==> src/rtl/jsg_pkg.sv <==
`timescale 1ns / 1ps
`default_nettype none
// ----------------------------------------------------------------------------
// jsg_pkg: shared types and constants of the jittered sample generator
// Field widths, generator constants, status codes and the control structs
// between the sequencer and the shared arithmetic unit.
// ----------------------------------------------------------------------------
package jsg_pkg;

	// default grid side limit
	localparam int MAX_SIDE_DEF = 16;

	// field widths
	localparam int CNT_W   = 9;
	localparam int SIDE_W  = 5;
	localparam int COORD_W = 16;
	localparam int SQ_W    = 10;
	localparam int LCG_W   = 48;
	localparam int MUL_W   = 35;

	// drand48 generator constants
	localparam logic [MUL_W-1:0] LCG_MUL  = 35'h5DEECE66D;
	localparam logic [LCG_W-1:0] LCG_ADD  = 48'h00000000000B;
	localparam logic [LCG_W-1:0] LCG_SEED = 48'h1234ABCD330E;

	// request kinds
	localparam logic REQ_GENERATE = 1'b0;
	localparam logic REQ_FETCH    = 1'b1;

	// result status codes
	localparam logic [1:0] STAT_OK         = 2'd0;
	localparam logic [1:0] STAT_NOT_SQUARE = 2'd1;
	localparam logic [1:0] STAT_EMPTY      = 2'd2;

	// command to the shared arithmetic unit
	typedef struct packed {
		logic              start;
		logic [SIDE_W-1:0] grid_pos;
		logic [SIDE_W-1:0] side;
	} arith_cmd_t;

	// response from the shared arithmetic unit
	typedef struct packed {
		logic               done;
		logic [COORD_W-1:0] coord;
	} arith_rsp_t;

	// address width for a store of the given depth
	function automatic int addr_w(input int depth);
		int w;
		w = 1;
		while ((1 << w) < depth)
			w = w + 1;
		return w;
	endfunction

endpackage
`default_nettype wire

==> src/rtl/jsg_ram.sv <==
`timescale 1ns / 1ps
`default_nettype none
// ----------------------------------------------------------------------------
// jsg_ram: generic single-write, single-read RAM
// One write port and one read port, read data registered.
// ----------------------------------------------------------------------------
module jsg_ram #(
	parameter int WIDTH = 16,
	parameter int DEPTH = 256
) (
	input  wire logic                                clk,
	input  wire logic                                we,
	input  wire logic [jsg_pkg::addr_w(DEPTH)-1:0]   waddr,
	input  wire logic [WIDTH-1:0]                    wdata,
	input  wire logic [jsg_pkg::addr_w(DEPTH)-1:0]   raddr,
	output logic      [WIDTH-1:0]                    rdata
);
	logic [WIDTH-1:0] mem [DEPTH];

	// write port and registered read port
	always_ff @(posedge clk) begin
		if (we) begin
			mem[waddr] <= wdata;
		end
		rdata <= mem[raddr];
	end

endmodule
`default_nettype wire

==> config.mk <==
export PLATFORM = sky130hd
export DESIGN_NAME = jsg_ram
export DESIGN_NICKNAME = d
export VERILOG_FILES = /design/src/rtl/jsg_pkg.sv /design/src/rtl/jsg_ram.sv
export SDC_FILE = /design/constraint.sdc
export NUM_CORES = 2
export LEC_CHECK = 0
export BUFFER_PORTS_ARGS = -buffer_cell sky130_fd_sc_hd__buf_2
export CORE_AREA = 4 4 733 735
export DETAILED_ROUTE_END_ITERATION = 12
export DIE_AREA = 0 0 737 739
export MAX_ROUTING_LAYER = met4
export PLACE_DENSITY_LB_ADDON = 0.15
export SYNTH_ARGS = -nofsm -noshare
export SYNTH_HDL_FRONTEND = slang
export SYNTH_SLANG_ARGS = --single-unit
==> constraint.sdc <==
create_clock -name clk -period 3 [get_ports clk]
set_clock_uncertainty 0.15 [all_clocks]
set_input_delay 0.15 -clock clk [delete_from_list [all_inputs] [get_ports clk]]
set_output_delay 0.15 -clock clk [all_outputs]
set_load 0.05 [all_outputs]
==> results.sh <==
export IMPL_status="complete, but fails checks"
export IMPL_violations="negative setup slack"
export IMPL_ys_warn_count=0
export IMPL_critPathRequiredTime_ps=3680
export IMPL_drt_iter0_drc=7914
export IMPL_period_share=1.012
export IMPL_setup_tns_ps=-37.03
export IMPL_syn_inst=7360
export IMPL_synth_edff_count=4096
export IMPL_cts_inserted_buffers=441
export IMPL_postRouteWirelength_mm=495.0
export IMPL_drive_gt1_frac=0.3244
export IMPL_crit_chain="dlygate4sd3_1 -> clkbuf_8 -> or2_4 -> buf_4 -> buf_12 -> buf_12 -> buf_4 -> o221ai_1 -> o22ai_1 -> nor3_1 -> buf_4 -> nor3_1 -> nor4_1"
export IMPL_core_rowCount=268
export IMPL_design_area_mm2=0.1912
export IMPL_ant_nets=0
export IMPL_pre_cts_slack_ps=-700.8
export IMPL_leakagePower_nw=61.28
export IMPL_ys_async_sr_fraction=0
export IMPL_antenna_found_initial=50
export IMPL_critPathCaptureType="register"
export IMPL_rsz0062_at_grt="no"
export IMPL_total_power_mw=123.6
export IMPL_layout_area_seq_mm2=0.1233
export IMPL_cp_arrival_ps=3720
export IMPL_synth_commonest_cells="edfxtp_1, mux4_2, mux2i_1"
export IMPL_max_cap_viol_count=0
export IMPL_post_drt_wl_per_cell_um=30.99
export IMPL_hold_class="in -> reg"
export IMPL_cts_tree="yes"
export IMPL_postPlaceCellArea_mm2=0.1768
export IMPL_firstDrtPassIters=6
export IMPL_syn_area_per_cell_um2=21.56
export IMPL_seq_area_frac_synth=0.7770
export IMPL_cts_path_max_buffers=4
export IMPL_syn_nets=7394
export IMPL_power_density_mw_per_mm2=646.4
export IMPL_grt_pass1_vias=82920
export IMPL_critPathLaunchType="input port"
export IMPL_cp_top_family="buffers and inverters"
export IMPL_crit_fanout=23
export IMPL_netlist_area_mm2=0.1587
export IMPL_use_met1=0.2492
export IMPL_synth_top_cell_by_area="edfxtp_1"
export IMPL_setup_violations_final=1
export IMPL_grt_busiest_layer="met2"
export IMPL_use_met3=0.02683
export IMPL_ys_flop_type="edfxtp_1"
export IMPL_core_mm2=0.5311
export IMPL_tightest_slew_ps=1352
export IMPL_port_buffers=49
export IMPL_layout_nets=8608
export IMPL_grt_pass1_wl_mm=684.0
export IMPL_fmax_mhz=329.3
export IMPL_placed_cells=15110
export IMPL_vias_per_cell=5.060
export IMPL_htree_levels=5
export IMPL_post_route_min_period_ps=3037
export IMPL_grtUsageMet2=0.2932
export IMPL_die_x_um=737
export IMPL_cp_num_buf_inv=7
export IMPL_whs_ps=80.96
export IMPL_final_util=0.3600
export IMPL_ios=50
export IMPL_synth_seq_cells=4112
export IMPL_grt_max_degree=97
export IMPL_multi_input_area_mm2=0.03343
export IMPL_cts_sinks=4112
export IMPL_synth_top_area_frac=0.7750
export IMPL_ctsRootBufferMaster="clkbuf_16"
export IMPL_cts_clk_slew_worst_paths_ps=60
export IMPL_fp_dieH_um=739
export IMPL_hpwl_mm=315.9
export IMPL_final_cells=15970
export IMPL_slowest_delay_ps=900
export IMPL_yosysMostFrequentCell="edfxtp_1"
export IMPL_initial_core_util=0.2988
export IMPL_crit_top_cell="buf_4"
export IMPL_irDropWorstVdd_mv=0.4997
export IMPL_synthTopCellsByArea="edfxtp_1, mux4_2, mux2i_1"
export IMPL_layout_setup_ws_ps=-37.03
export IMPL_fillCellCount=49080
export IMPL_gp_congestion=0.8425
export IMPL_yosys_cell_types_count=52
export IMPL_dr_total_vias=80830
export IMPL_relSlewSlack=0.09107
export IMPL_grt_overflow=0
export IMPL_drc_errors=0
export IMPL_hold_viol=0
export IMPL_crit_slowest_cell="nor3_1"
export IMPL_die_area_mm2=0.5446
export IMPL_syn_to_final_growth_pct=20.48
export IMPL_path_class="in -> reg"
export IMPL_drv_slew=0
export IMPL_clk_latency_ps=1010
export IMPL_track_usage=0.1833
==> what timing repair did <==
| item | CTS | global route |
|---|---|---|
| setup endpoints to repair | 4 | 17 |
| gates resized for setup | 4 | 6 |
| hold endpoints to repair | 5149 | 0 |
| setup buffers | 0 | 0 |
| hold buffers | 43 | 0 |
| cloned | 0 | 0 |
==> report_power, final <==
part	switching [mW]	leakage, nW	internal (mW)	total, mW
sequential	0.142	36.9	63.3	63.5
clock	22.6	6.77	30.1	52.7
combinational	4.60	17.6	2.82	7.42
total	27.3	61.3	96.3	124
==> layer usage <==
layer  routed length (um)  vias up  part of all wire
li1                     -    33830                 -
met5                    0        -                 0
met1               218200    44070              0.44
met2               238800     2369              0.48
met4                11920        0             0.024
met3                26100      557             0.053
==> flip-flops by register name, summed over array words and instances, names as in the netlist <==
signal,count
mem,4096
rdata,16
==> cell usage in the layout (no fill, tap or decap), types with 148 or more instances in the layout <==
| cell type | n |
|---|---|
| edfxtp_1 | 4096 |
| buf_4 | 941 |
| mux4_2 | 797 |
| mux2i_1 | 565 |
| clkbuf_16 | 447 |
| o221ai_1 | 252 |
| buf_12 | 193 |
| nor2_2 | 183 |
| a21oi_1 | 175 |
| o22ai_1 | 148 |
==> worst reg2reg max path: cells and delay by family (launching register included) <==
kind | cells | cell delay [ps]
compound gates | 2 | 1010
mux | 2 | 790
flops | 1 | 360
simple gates | 2 | 340
buf+inv | 1 | 160
==> cell type report <==
cell class	count	share of cell area
Timing Repair Buffer	1223	0.06155
Clock buffer	547	0.06046
Multi-Input combinational cell	2792	0.1748
Antenna cell	17	0.0002225
Inverter	4	0.0001440
Tap cell	7020	0.04594
Clock inverter	259	0.01193
Sequential cell	4112	0.6449
==> cells by family after synthesis <==
group,Yosys count,synth area share
compound gates,786,0.03537
buf+inv,456,0.01693
flops,4112,0.7770
mux,1450,0.1550
simple gates,556,0.01574
==> worst paths after layout <==
kind / startpoint / endpoint / slack [ps] / cells after the start
worst max-delay path: raddr[2] / rdata[2] / -40 / 13
worst max register to register: mem[11][2] / rdata[2] / 80 / 7
worst min register to register: mem[216][15] / rdata[15] / 950 / 6
worst min-delay path: wdata[2] / mem[105][2] / 80 / 2
Power figures use the tool's default switching activity.
