**src/rtl/jsg_pkg.sv**
```systemverilog
`timescale 1ns / 1ps
`default_nettype none
// ----------------------------------------------------------------------------
// jsg_pkg: shared types and constants of the jittered sample generator
// Field widths, generator constants, status codes and the control structs
// between the sequencer and the shared arithmetic unit.
// ----------------------------------------------------------------------------
package jsg_pkg;

	// default grid side limit
	localparam int MAX_SIDE_DEF = 16;

	// field widths
	localparam int CNT_W   = 9;
	localparam int SIDE_W  = 5;
	localparam int COORD_W = 16;
	localparam int SQ_W    = 10;
	localparam int LCG_W   = 48;
	localparam int MUL_W   = 35;

	// drand48 generator constants
	localparam logic [MUL_W-1:0] LCG_MUL  = 35'h5DEECE66D;
	localparam logic [LCG_W-1:0] LCG_ADD  = 48'h00000000000B;
	localparam logic [LCG_W-1:0] LCG_SEED = 48'h1234ABCD330E;

	// request kinds
	localparam logic REQ_GENERATE = 1'b0;
	localparam logic REQ_FETCH    = 1'b1;

	// result status codes
	localparam logic [1:0] STAT_OK         = 2'd0;
	localparam logic [1:0] STAT_NOT_SQUARE = 2'd1;
	localparam logic [1:0] STAT_EMPTY      = 2'd2;

	// command to the shared arithmetic unit
	typedef struct packed {
		logic              start;
		logic [SIDE_W-1:0] grid_pos;
		logic [SIDE_W-1:0] side;
	} arith_cmd_t;

	// response from the shared arithmetic unit
	typedef struct packed {
		logic               done;
		logic [COORD_W-1:0] coord;
	} arith_rsp_t;

	// address width for a store of the given depth
	function automatic int addr_w(input int depth);
		int w;
		w = 1;
		while ((1 << w) < depth)
			w = w + 1;
		return w;
	endfunction

endpackage
`default_nettype wire

```
**src/rtl/jsg_arith.sv**
```systemverilog
`timescale 1ns / 1ps
`default_nettype none
// ----------------------------------------------------------------------------
// jsg_arith: shared draw-and-place unit
// Steps the 48-bit generator with one 16x35 partial product per cycle, then
// divides {cell, r[47:32]} by the grid side one quotient bit per cycle.
// ----------------------------------------------------------------------------
module jsg_arith (
	input  wire logic                clk,
	input  wire logic                arst_n,
	input  wire jsg_pkg::arith_cmd_t cmd,
	output jsg_pkg::arith_rsp_t      rsp
);
	import jsg_pkg::*;

	localparam logic [1:0] P_IDLE = 2'd0;
	localparam logic [1:0] P_MUL  = 2'd1;
	localparam logic [1:0] P_DIV  = 2'd2;

	localparam logic [3:0] MUL_LAST = 4'd2;
	localparam logic [3:0] DIV_LAST = 4'(COORD_W - 1);

	logic [1:0]          phase_q;
	logic [3:0]          step_q;
	logic                done_q;
	logic [LCG_W-1:0]    lcg_q;
	logic [LCG_W-1:0]    acc_q;
	logic [SIDE_W-1:0]   g_q;
	logic [SIDE_W-1:0]   k_q;
	logic [SIDE_W-1:0]   rem_q;
	logic [COORD_W-1:0]  dvd_q;

	logic [15:0]               chunk;
	logic [MUL_W+15:0]         prod;
	logic [LCG_W-1:0]          addend;
	logic [LCG_W-1:0]          acc_sum;
	logic [SIDE_W:0]           sh;
	logic [SIDE_W:0]           sh_sub;
	logic                      ge;
	logic [SIDE_W-1:0]         rem_nxt;

	// partial product of one state chunk, shifted into place
	always_comb begin
		case (step_q[1:0])
			2'd0:    chunk = lcg_q[15:0];
			2'd1:    chunk = lcg_q[31:16];
			default: chunk = lcg_q[47:32];
		endcase
		prod = (MUL_W + 16)'(chunk) * (MUL_W + 16)'(LCG_MUL);
		case (step_q[1:0])
			2'd0:    addend = prod[47:0];
			2'd1:    addend = {prod[31:0], 16'd0};
			default: addend = {prod[15:0], 32'd0};
		endcase
		acc_sum = acc_q + addend;
	end

	// restoring divide step
	always_comb begin
		sh      = {rem_q, dvd_q[COORD_W-1]};
		sh_sub  = sh - {1'b0, k_q};
		ge      = (sh >= {1'b0, k_q});
		rem_nxt = ge ? sh_sub[SIDE_W-1:0] : sh[SIDE_W-1:0];
	end

	// sequencer and generator state
	always_ff @(posedge clk or negedge arst_n) begin
		if (!arst_n) begin
			phase_q <= P_IDLE;
			step_q  <= '0;
			done_q  <= 1'b0;
			lcg_q   <= LCG_SEED;
		end else begin
			done_q <= 1'b0;
			case (phase_q)
				P_IDLE: begin
					if (cmd.start) begin
						phase_q <= P_MUL;
						step_q  <= '0;
					end
				end
				P_MUL: begin
					if (step_q == MUL_LAST) begin
						lcg_q   <= acc_sum;
						phase_q <= P_DIV;
						step_q  <= '0;
					end else begin
						step_q <= step_q + 4'd1;
					end
				end
				P_DIV: begin
					step_q <= step_q + 4'd1;
					if (step_q == DIV_LAST) begin
						phase_q <= P_IDLE;
						done_q  <= 1'b1;
					end
				end
				default: begin
					phase_q <= P_IDLE;
				end
			endcase
		end
	end

	// datapath registers
	always_ff @(posedge clk) begin
		case (phase_q)
			P_IDLE: begin
				if (cmd.start) begin
					acc_q <= LCG_ADD;
					g_q   <= cmd.grid_pos;
					k_q   <= cmd.side;
				end
			end
			P_MUL: begin
				acc_q <= acc_sum;
				if (step_q == MUL_LAST) begin
					rem_q <= g_q;
					dvd_q <= acc_sum[LCG_W-1:LCG_W-COORD_W];
				end
			end
			P_DIV: begin
				rem_q <= rem_nxt;
				dvd_q <= {dvd_q[COORD_W-2:0], ge};
			end
			default: begin
				acc_q <= acc_q;
			end
		endcase
	end

	assign rsp.done  = done_q;
	assign rsp.coord = dvd_q;

endmodule
`default_nettype wire

```
**config.mk**
```make
export PLATFORM = sky130hd
export DESIGN_NAME = jsg_arith
export DESIGN_NICKNAME = d
export VERILOG_FILES = /design/src/rtl/jsg_pkg.sv /design/src/rtl/jsg_arith.sv
export SDC_FILE = /design/constraint.sdc
export NUM_CORES = 1
export LEC_CHECK = 0
export BUFFER_PORTS_ARGS = -buffer_cell sky130_fd_sc_hd__buf_4
export CAP_MARGIN = 20
export CORE_MARGIN = 1.5
export CORE_UTILIZATION = 60
export DETAILED_ROUTE_END_ITERATION = 12
export GPL_TIMING_DRIVEN = 0
export PLACE_DENSITY_LB_ADDON = 0.12
export SLEW_MARGIN = 20
export SYNTH_ARGS = -nofsm -noshare
export SYNTH_HDL_FRONTEND = slang
export SYNTH_SLANG_ARGS = --single-unit
export TNS_END_PERCENT = 30
```
**constraint.sdc**
```tcl
create_clock -name clk -period 11.44 [get_ports clk]
set_clock_uncertainty 0.2 [all_clocks]
set_input_delay 0.572 -clock clk [delete_from_list [all_inputs] [get_ports clk]]
set_output_delay 0.572 -clock clk [all_outputs]
set_load 0.01 [all_outputs]
```
==> out/metrics.cfg, run 1 <==
[die]
chipWidth_um=181
io_pins=30
fp.dieH_um=181
initial_core_util_pct=60.7
rows=65
die_area_mm2=0.0328
core_mm2=0.0314

[clock_network]
root_buffer=clkbuf_16
tritoncts=done
htreeDepth=4
clock_latency_ns=0.42
clock-sinks=134
post_cts_buffers=0
clk_pin_slew_worst_paths_ns=0.06
cts_buffers=17
clk_path_buf_depth=2

[status]
status=complete, but fails checks
violations=hold timing

[critical_path]
worstSetupEndpoint=dvd_q[15]
reg2reg_depth=36
ff2ff_setup_slack_ns=0.41
reg2reg_to=dvd_q[15]
end_kind=flip-flop
r2r_start=step_q[0]
worstPathRequired_ns=11.40
max_stage_delay_ns=0.74
critPathLaunch=step_q[0]
crit_slowest_cell=fa_1
arrival_ns=10.99
critPathMaxFanout=10
critical_path_class=flip-flop to flip-flop
cp-start-kind=flip-flop

[placed_design]
dp_hpwl_um=46400
place_congestion=1.03
io_buffers=29

[logic_synthesis]
ys_async_sr_fraction_pct=41.0
syn_area_mm2=0.0190
synth_top_flop_cell=edfxtp_1
synth_cell_types=86
syn_nets=2542
synth_seq_area_share_pct=19.8
synth-seq-cells=134
synth_edf_count=79
syn_avg_cell_area_um2=9.15
yosysTopAreaCellShare_pct=23.9
synth_top_area_cell=fa_1
yosysWarnings=0
synth_area_leaders=fa_1 (24%), ha_1 (15%), edfxtp_1 (12%)
synthCells=2081

[sta]
slew_viol_final=0
setup_viol=0
finalHoldViolations=8
worst_pin_slew_ns=0.788
setup_tns_ns=0
slew_headroom_pct=47.4
max_freq_ghz=0.0906
timing.hold.ws_ns=-0.00565
period_needed_ns=11.03
timing.final.crit_share_pct=96.4

[routing]
firstDrtPassIters=6
vias_per_cell=5.96
wl_per_cell_um=21.5
via_count=15200
drcViolationCount=0
routed_wl_um=54800
first_iter_violations=1289
ant_nets=0

[global_routing]
antenna_found_initial=0
grt_pass1_wl_um=86600
grt_use_met2_pct=58.7
top_usage_layer=met2
grt_overflow=0
track_usage_pct=35.0
met1_usage_pct=44.5
grt_pass1_vias=15400
gr-usage-met3_pct=3.55
grt_max_degree=56

[run]
max_cap_viol_count=0

[finish]
nNetsFinal=2590
fillCellCount=2614
layout-drive-gt1-share_pct=8.78
syn2layout_area_growth_pct=7.92
antenna_cells=0

[min_path]
hold_class=input port to asynchronous set/reset pin

-- cell families after synthesis --
kind of cell    count (synthesis)  synth area share (%)
compound gates                455                  15.7
flops                         134                  19.8
mux                            27                  1.52
simple gates                  486                  11.9
xor+xnor                       82                  3.77
buf+inv                       449                  8.97
fa+ha+maj                     448                  38.4
-- layer usage --
layer | vias up | wire length (um)
li1 | 7041 | -
met1 | 7384 | 22100
met2 | 582 | 26700
met3 | 146 | 2750
met4 | 0 | 3220
met5 | - | 0
-- cells in the mapped netlist, drive strengths merged (7+ instances only) --
cell / count
and3: 21
nor2b: 9
inv: 382
nand3: 23
xnor2: 49
a21oi: 137
dfrtp: 33
o21a: 16
and2: 26
a21boi: 7
dfstp: 22
nand2b: 18
o21bai: 16
nand2: 185
a21o: 46
nand4: 26
o21ai: 135
fa: 227
nor3: 25
mux2i: 11
edfxtp: 79
clkbuf: 52
ha: 221
mux2: 16
o31ai: 14
nor2: 122
buf: 12
a211oi: 10
xor2: 33
-- flip-flops by register name (all words and copies together), names as in the netlist --
register and count:
acc_q 48, done_q 1, dvd_q 16, g_q 5
k_q 5, lcg_q 48, phase_q 2, rem_q 5
step_q 4
-- worst max-delay path, delay by kind of cell (launching register included) --
| kind | cells | cell delay (ns) |
|---|---|---|
| multiplexers | 1 | 0.41 |
| AND/OR/NAND/NOR | 6 | 1.29 |
| flip-flops | 1 | 0.48 |
| adder cells (fa/ha/maj) | 9 | 4.30 |
| XOR/XNOR | 2 | 0.57 |
| AO/OA/AOI/OAI | 10 | 2.24 |
| buffers and inverters | 8 | 1.26 |
-- placed cells by master, fill, tap and decap left out, drive strengths merged, types with 9 or more instances in the layout --
master,count
a211oi,10
a21o,46
a21oi,137
and2,26
and3,21
buf,43
clkbuf,72
dfrtp,33
dfstp,22
edfxtp,79
fa,227
ha,221
inv,387
mux2,16
mux2i,11
nand2,185
nand2b,18
nand3,23
nand4,26
nor2,122
nor2b,9
nor3,25
o21a,16
o21ai,135
o21bai,16
o31ai,14
xnor2,49
xor2,33
-- what timing repair did --
action                                  in CTS  in global routing
hold buffers                                 0                  0
pin swaps                                    0                  1
endpoints found under the setup margin      22                 33
gates resized for setup                     28                 25
-- worst min-delay path by stage --
stage | start | endpoint | slack [ns] | cells after the start
3_3_place_gp | lcg_q[9] | lcg_q[9] | 0.25 | 2
3_5_place_dp | lcg_q[24] | lcg_q[24] | 0.26 | 2
2_1_floorplan | arst_n | done_q | 0.08 | 0
4_1_cts | arst_n | lcg_q[45] | 0.01 | 1
5_1_grt | arst_n | step_q[2] | 0.04 | 1
6_report | arst_n | lcg_q[45] | -0.006 | 1
-- cell type report --
type / count / area (um^2) / share of cell area, %
Inverter: 385 / 1450 / 7.04
Multi-Input combinational cell: 1498 / 13800 / 66.9
Tap cell: 402 / 503 / 2.45
Timing Repair Buffer: 31 / 240 / 1.17
Sequential cell: 134 / 3780 / 18.4
Clock inverter: 10 / 65.1 / 0.317
Clock buffer: 22 / 507 / 2.47
Buffer: 62 / 267 / 1.30
-- metrics by stage --
| stage | cell area [um^2] | instances | utilization, % | setup slack (ns) |
|---|---|---|---|---|
| after floorplan | 19000 | 2081 | - | 2.05 |
| after global placement | 19800 | 2512 | 63.0 | -1.17 |
| after detailed placement | 19800 | 2514 | 63.1 | -0.972 |
| after CTS | 20500 | 2545 | 65.2 | 0.0257 |
| after global routing | 20600 | 2544 | 65.5 | -0.0521 |
| final | 20600 | 2544 | 65.5 | 0.407 |
Power of run 1 is not shown: default switching activity piles up to over one toggle a cycle in this logic, so the estimate is an artifact.
==> run 2, diff against run 1 <==
CAP_MARGIN = 10   (was 20)
CELL_PAD_IN_SITES_DETAIL_PLACEMENT = 0   (was unset)
CELL_PAD_IN_SITES_GLOBAL_PLACEMENT = 2   (was unset)
CORE_UTILIZATION = 42   (was 60)
==> out/metrics.cfg, run 2 (synthesis results as in run 1) <==
[routing]
wl_per_cell_um=21.8
firstDrtPassIters=6
via_count=14700
vias_per_cell=5.34
ant_nets=0
routed_wl_um=59700
first_iter_violations=661
drcViolationCount=0

[clock_network]
clk_pin_slew_worst_paths_ns=0.06
tritoncts=done
htreeDepth=4
cts_buffers=17
clock-sinks=134
clock_latency_ns=0.43
clk_path_buf_depth=2
root_buffer=clkbuf_16

[global_routing]
antenna_found_initial=0
grt_pass1_wl_um=93000
grt_overflow=0
grt_max_degree=56
track_usage_pct=26.6
grt_pass1_vias=15500

[critical_path]
reg2reg_depth=37
reg2reg_to=dvd_q[15]
arrival_ns=10.93
crit_slowest_cell=fa_1
ff2ff_setup_slack_ns=0.47
r2r_start=step_q[0]
critPathMaxFanout=10
max_stage_delay_ns=0.70
cp-start-kind=flip-flop
worstPathRequired_ns=11.41
end_kind=flip-flop
critical_path_class=flip-flop to flip-flop

[finish]
largestRegisters=acc_q: 48 flops, lcg_q: 48 flops, dvd_q: 16 flops
fillCellCount=4443
layout-drive-gt1-share_pct=9.16
final_area_mm2=0.0209
nNetsFinal=2599
syn2layout_area_growth_pct=9.60
utilization_pct=46.9
final_common_cell=inv_1
layout_common_cells=inv_1 (382), fa_1 (226), ha_1 (218)
antenna_cells=0

[sta]
timing.hold.ws_ns=-0.00890
period_needed_ns=10.97
max_freq_ghz=0.0912
finalHoldViolations=6
timing.final.crit_share_pct=95.9
setup_viol=0
slew_headroom_pct=39.6
slew_viol_final=0
worst_pin_slew_ns=0.906

[min_path]
hold_class=input port to asynchronous set/reset pin

[die]
fp.dieH_um=216
initial_core_util_pct=42.8
rows=77
chipWidth_um=216
core_mm2=0.0445
die_area_mm2=0.0466
io_pins=30

[placed_design]
dp_hpwl_um=51100
place_congestion=0.916
io_buffers=29
place_area_mm2=0.0201

[status]
status=complete, but fails checks
violations=hold timing

[run]
max_cap_viol_count=0

run 2: cell types whose count changed in the layout (fill, tap and decap cells not counted), moves of 2 or more:
cell        delta
clkbuf_16      -2
clkinvlp_4     +4
buf_4          +8
clkbuf_8       -2
clkinv_2       -3
inv_6          +3
clkinv_1       +3
inv_4          -3
run 2: cell type report:
| type | instances | area, um^2 | share of cell area (%) |
|---|---|---|---|
| buffer | 62 | 272 | 1.30 |
| sequential | 134 | 3780 | 18.1 |
| clock inverter | 15 | 129 | 0.617 |
| multi-input combinational | 1498 | 13800 | 65.9 |
| inverter | 385 | 1450 | 6.93 |
| clock buffer | 17 | 425 | 2.04 |
| tap | 592 | 741 | 3.55 |
| timing repair buffer | 40 | 320 | 1.53 |
run 2: timing repair:
item,in CTS,in global routing
buffers inserted,0,8
setup endpoints to repair,48,41
gates resized for setup,31,26
pin swaps,0,1
hold buffers,0,0
run 2: worst max path at each step:
stage / start / end / slack (ns) / depth (start not counted)
final: step_q[0] / dvd_q[15] / 0.47 / 37
after global routing: step_q[0] / dvd_q[15] / -0.005 / 37
after CTS: step_q[0] / dvd_q[9] / 0.01 / 36
after detailed placement: step_q[0] / dvd_q[15] / -1.29 / 40
after global placement: step_q[0] / dvd_q[15] / -1.77 / 31
after floorplan: step_q[1] / dvd_q[14] / 2.05 / 34
run 2: per-stage QoR:
step	TNS (ns)	worst slack [ns]	hold slack [ns]	std cells
2_1_floorplan	0	2.05	0.0764	2081
3_3_place_gp	-56.27	-1.77	0.252	2702
3_5_place_dp	-16.51	-1.29	0.252	2705
4_1_cts	0	0.0147	0.0129	2736
5_1_grt	-0.00544	-0.00544	0.0367	2743
6_report	0	0.473	-0.00890	2743
run 2: worst max-delay path: cells and delay by family (launching register included):
kind,cells,cell delay [ns]
buf+inv,8,1.18
xor+xnor,1,0.25
simple gates,9,1.80
compound gates,10,2.43
flops,1,0.46
fa+ha+maj,9,4.37
run 2: metal layers:
| metal | share of wire (%) | GRT usage (%) |
|---|---|---|
| met1 | 44 | 35.1 |
| met2 | 49 | 45.4 |
| met4 | 4.1 | 11.4 |
| met3 | 2.8 | 1.66 |
| met5 | 0 | 0 |
Power of run 2 is left out for the same reason.
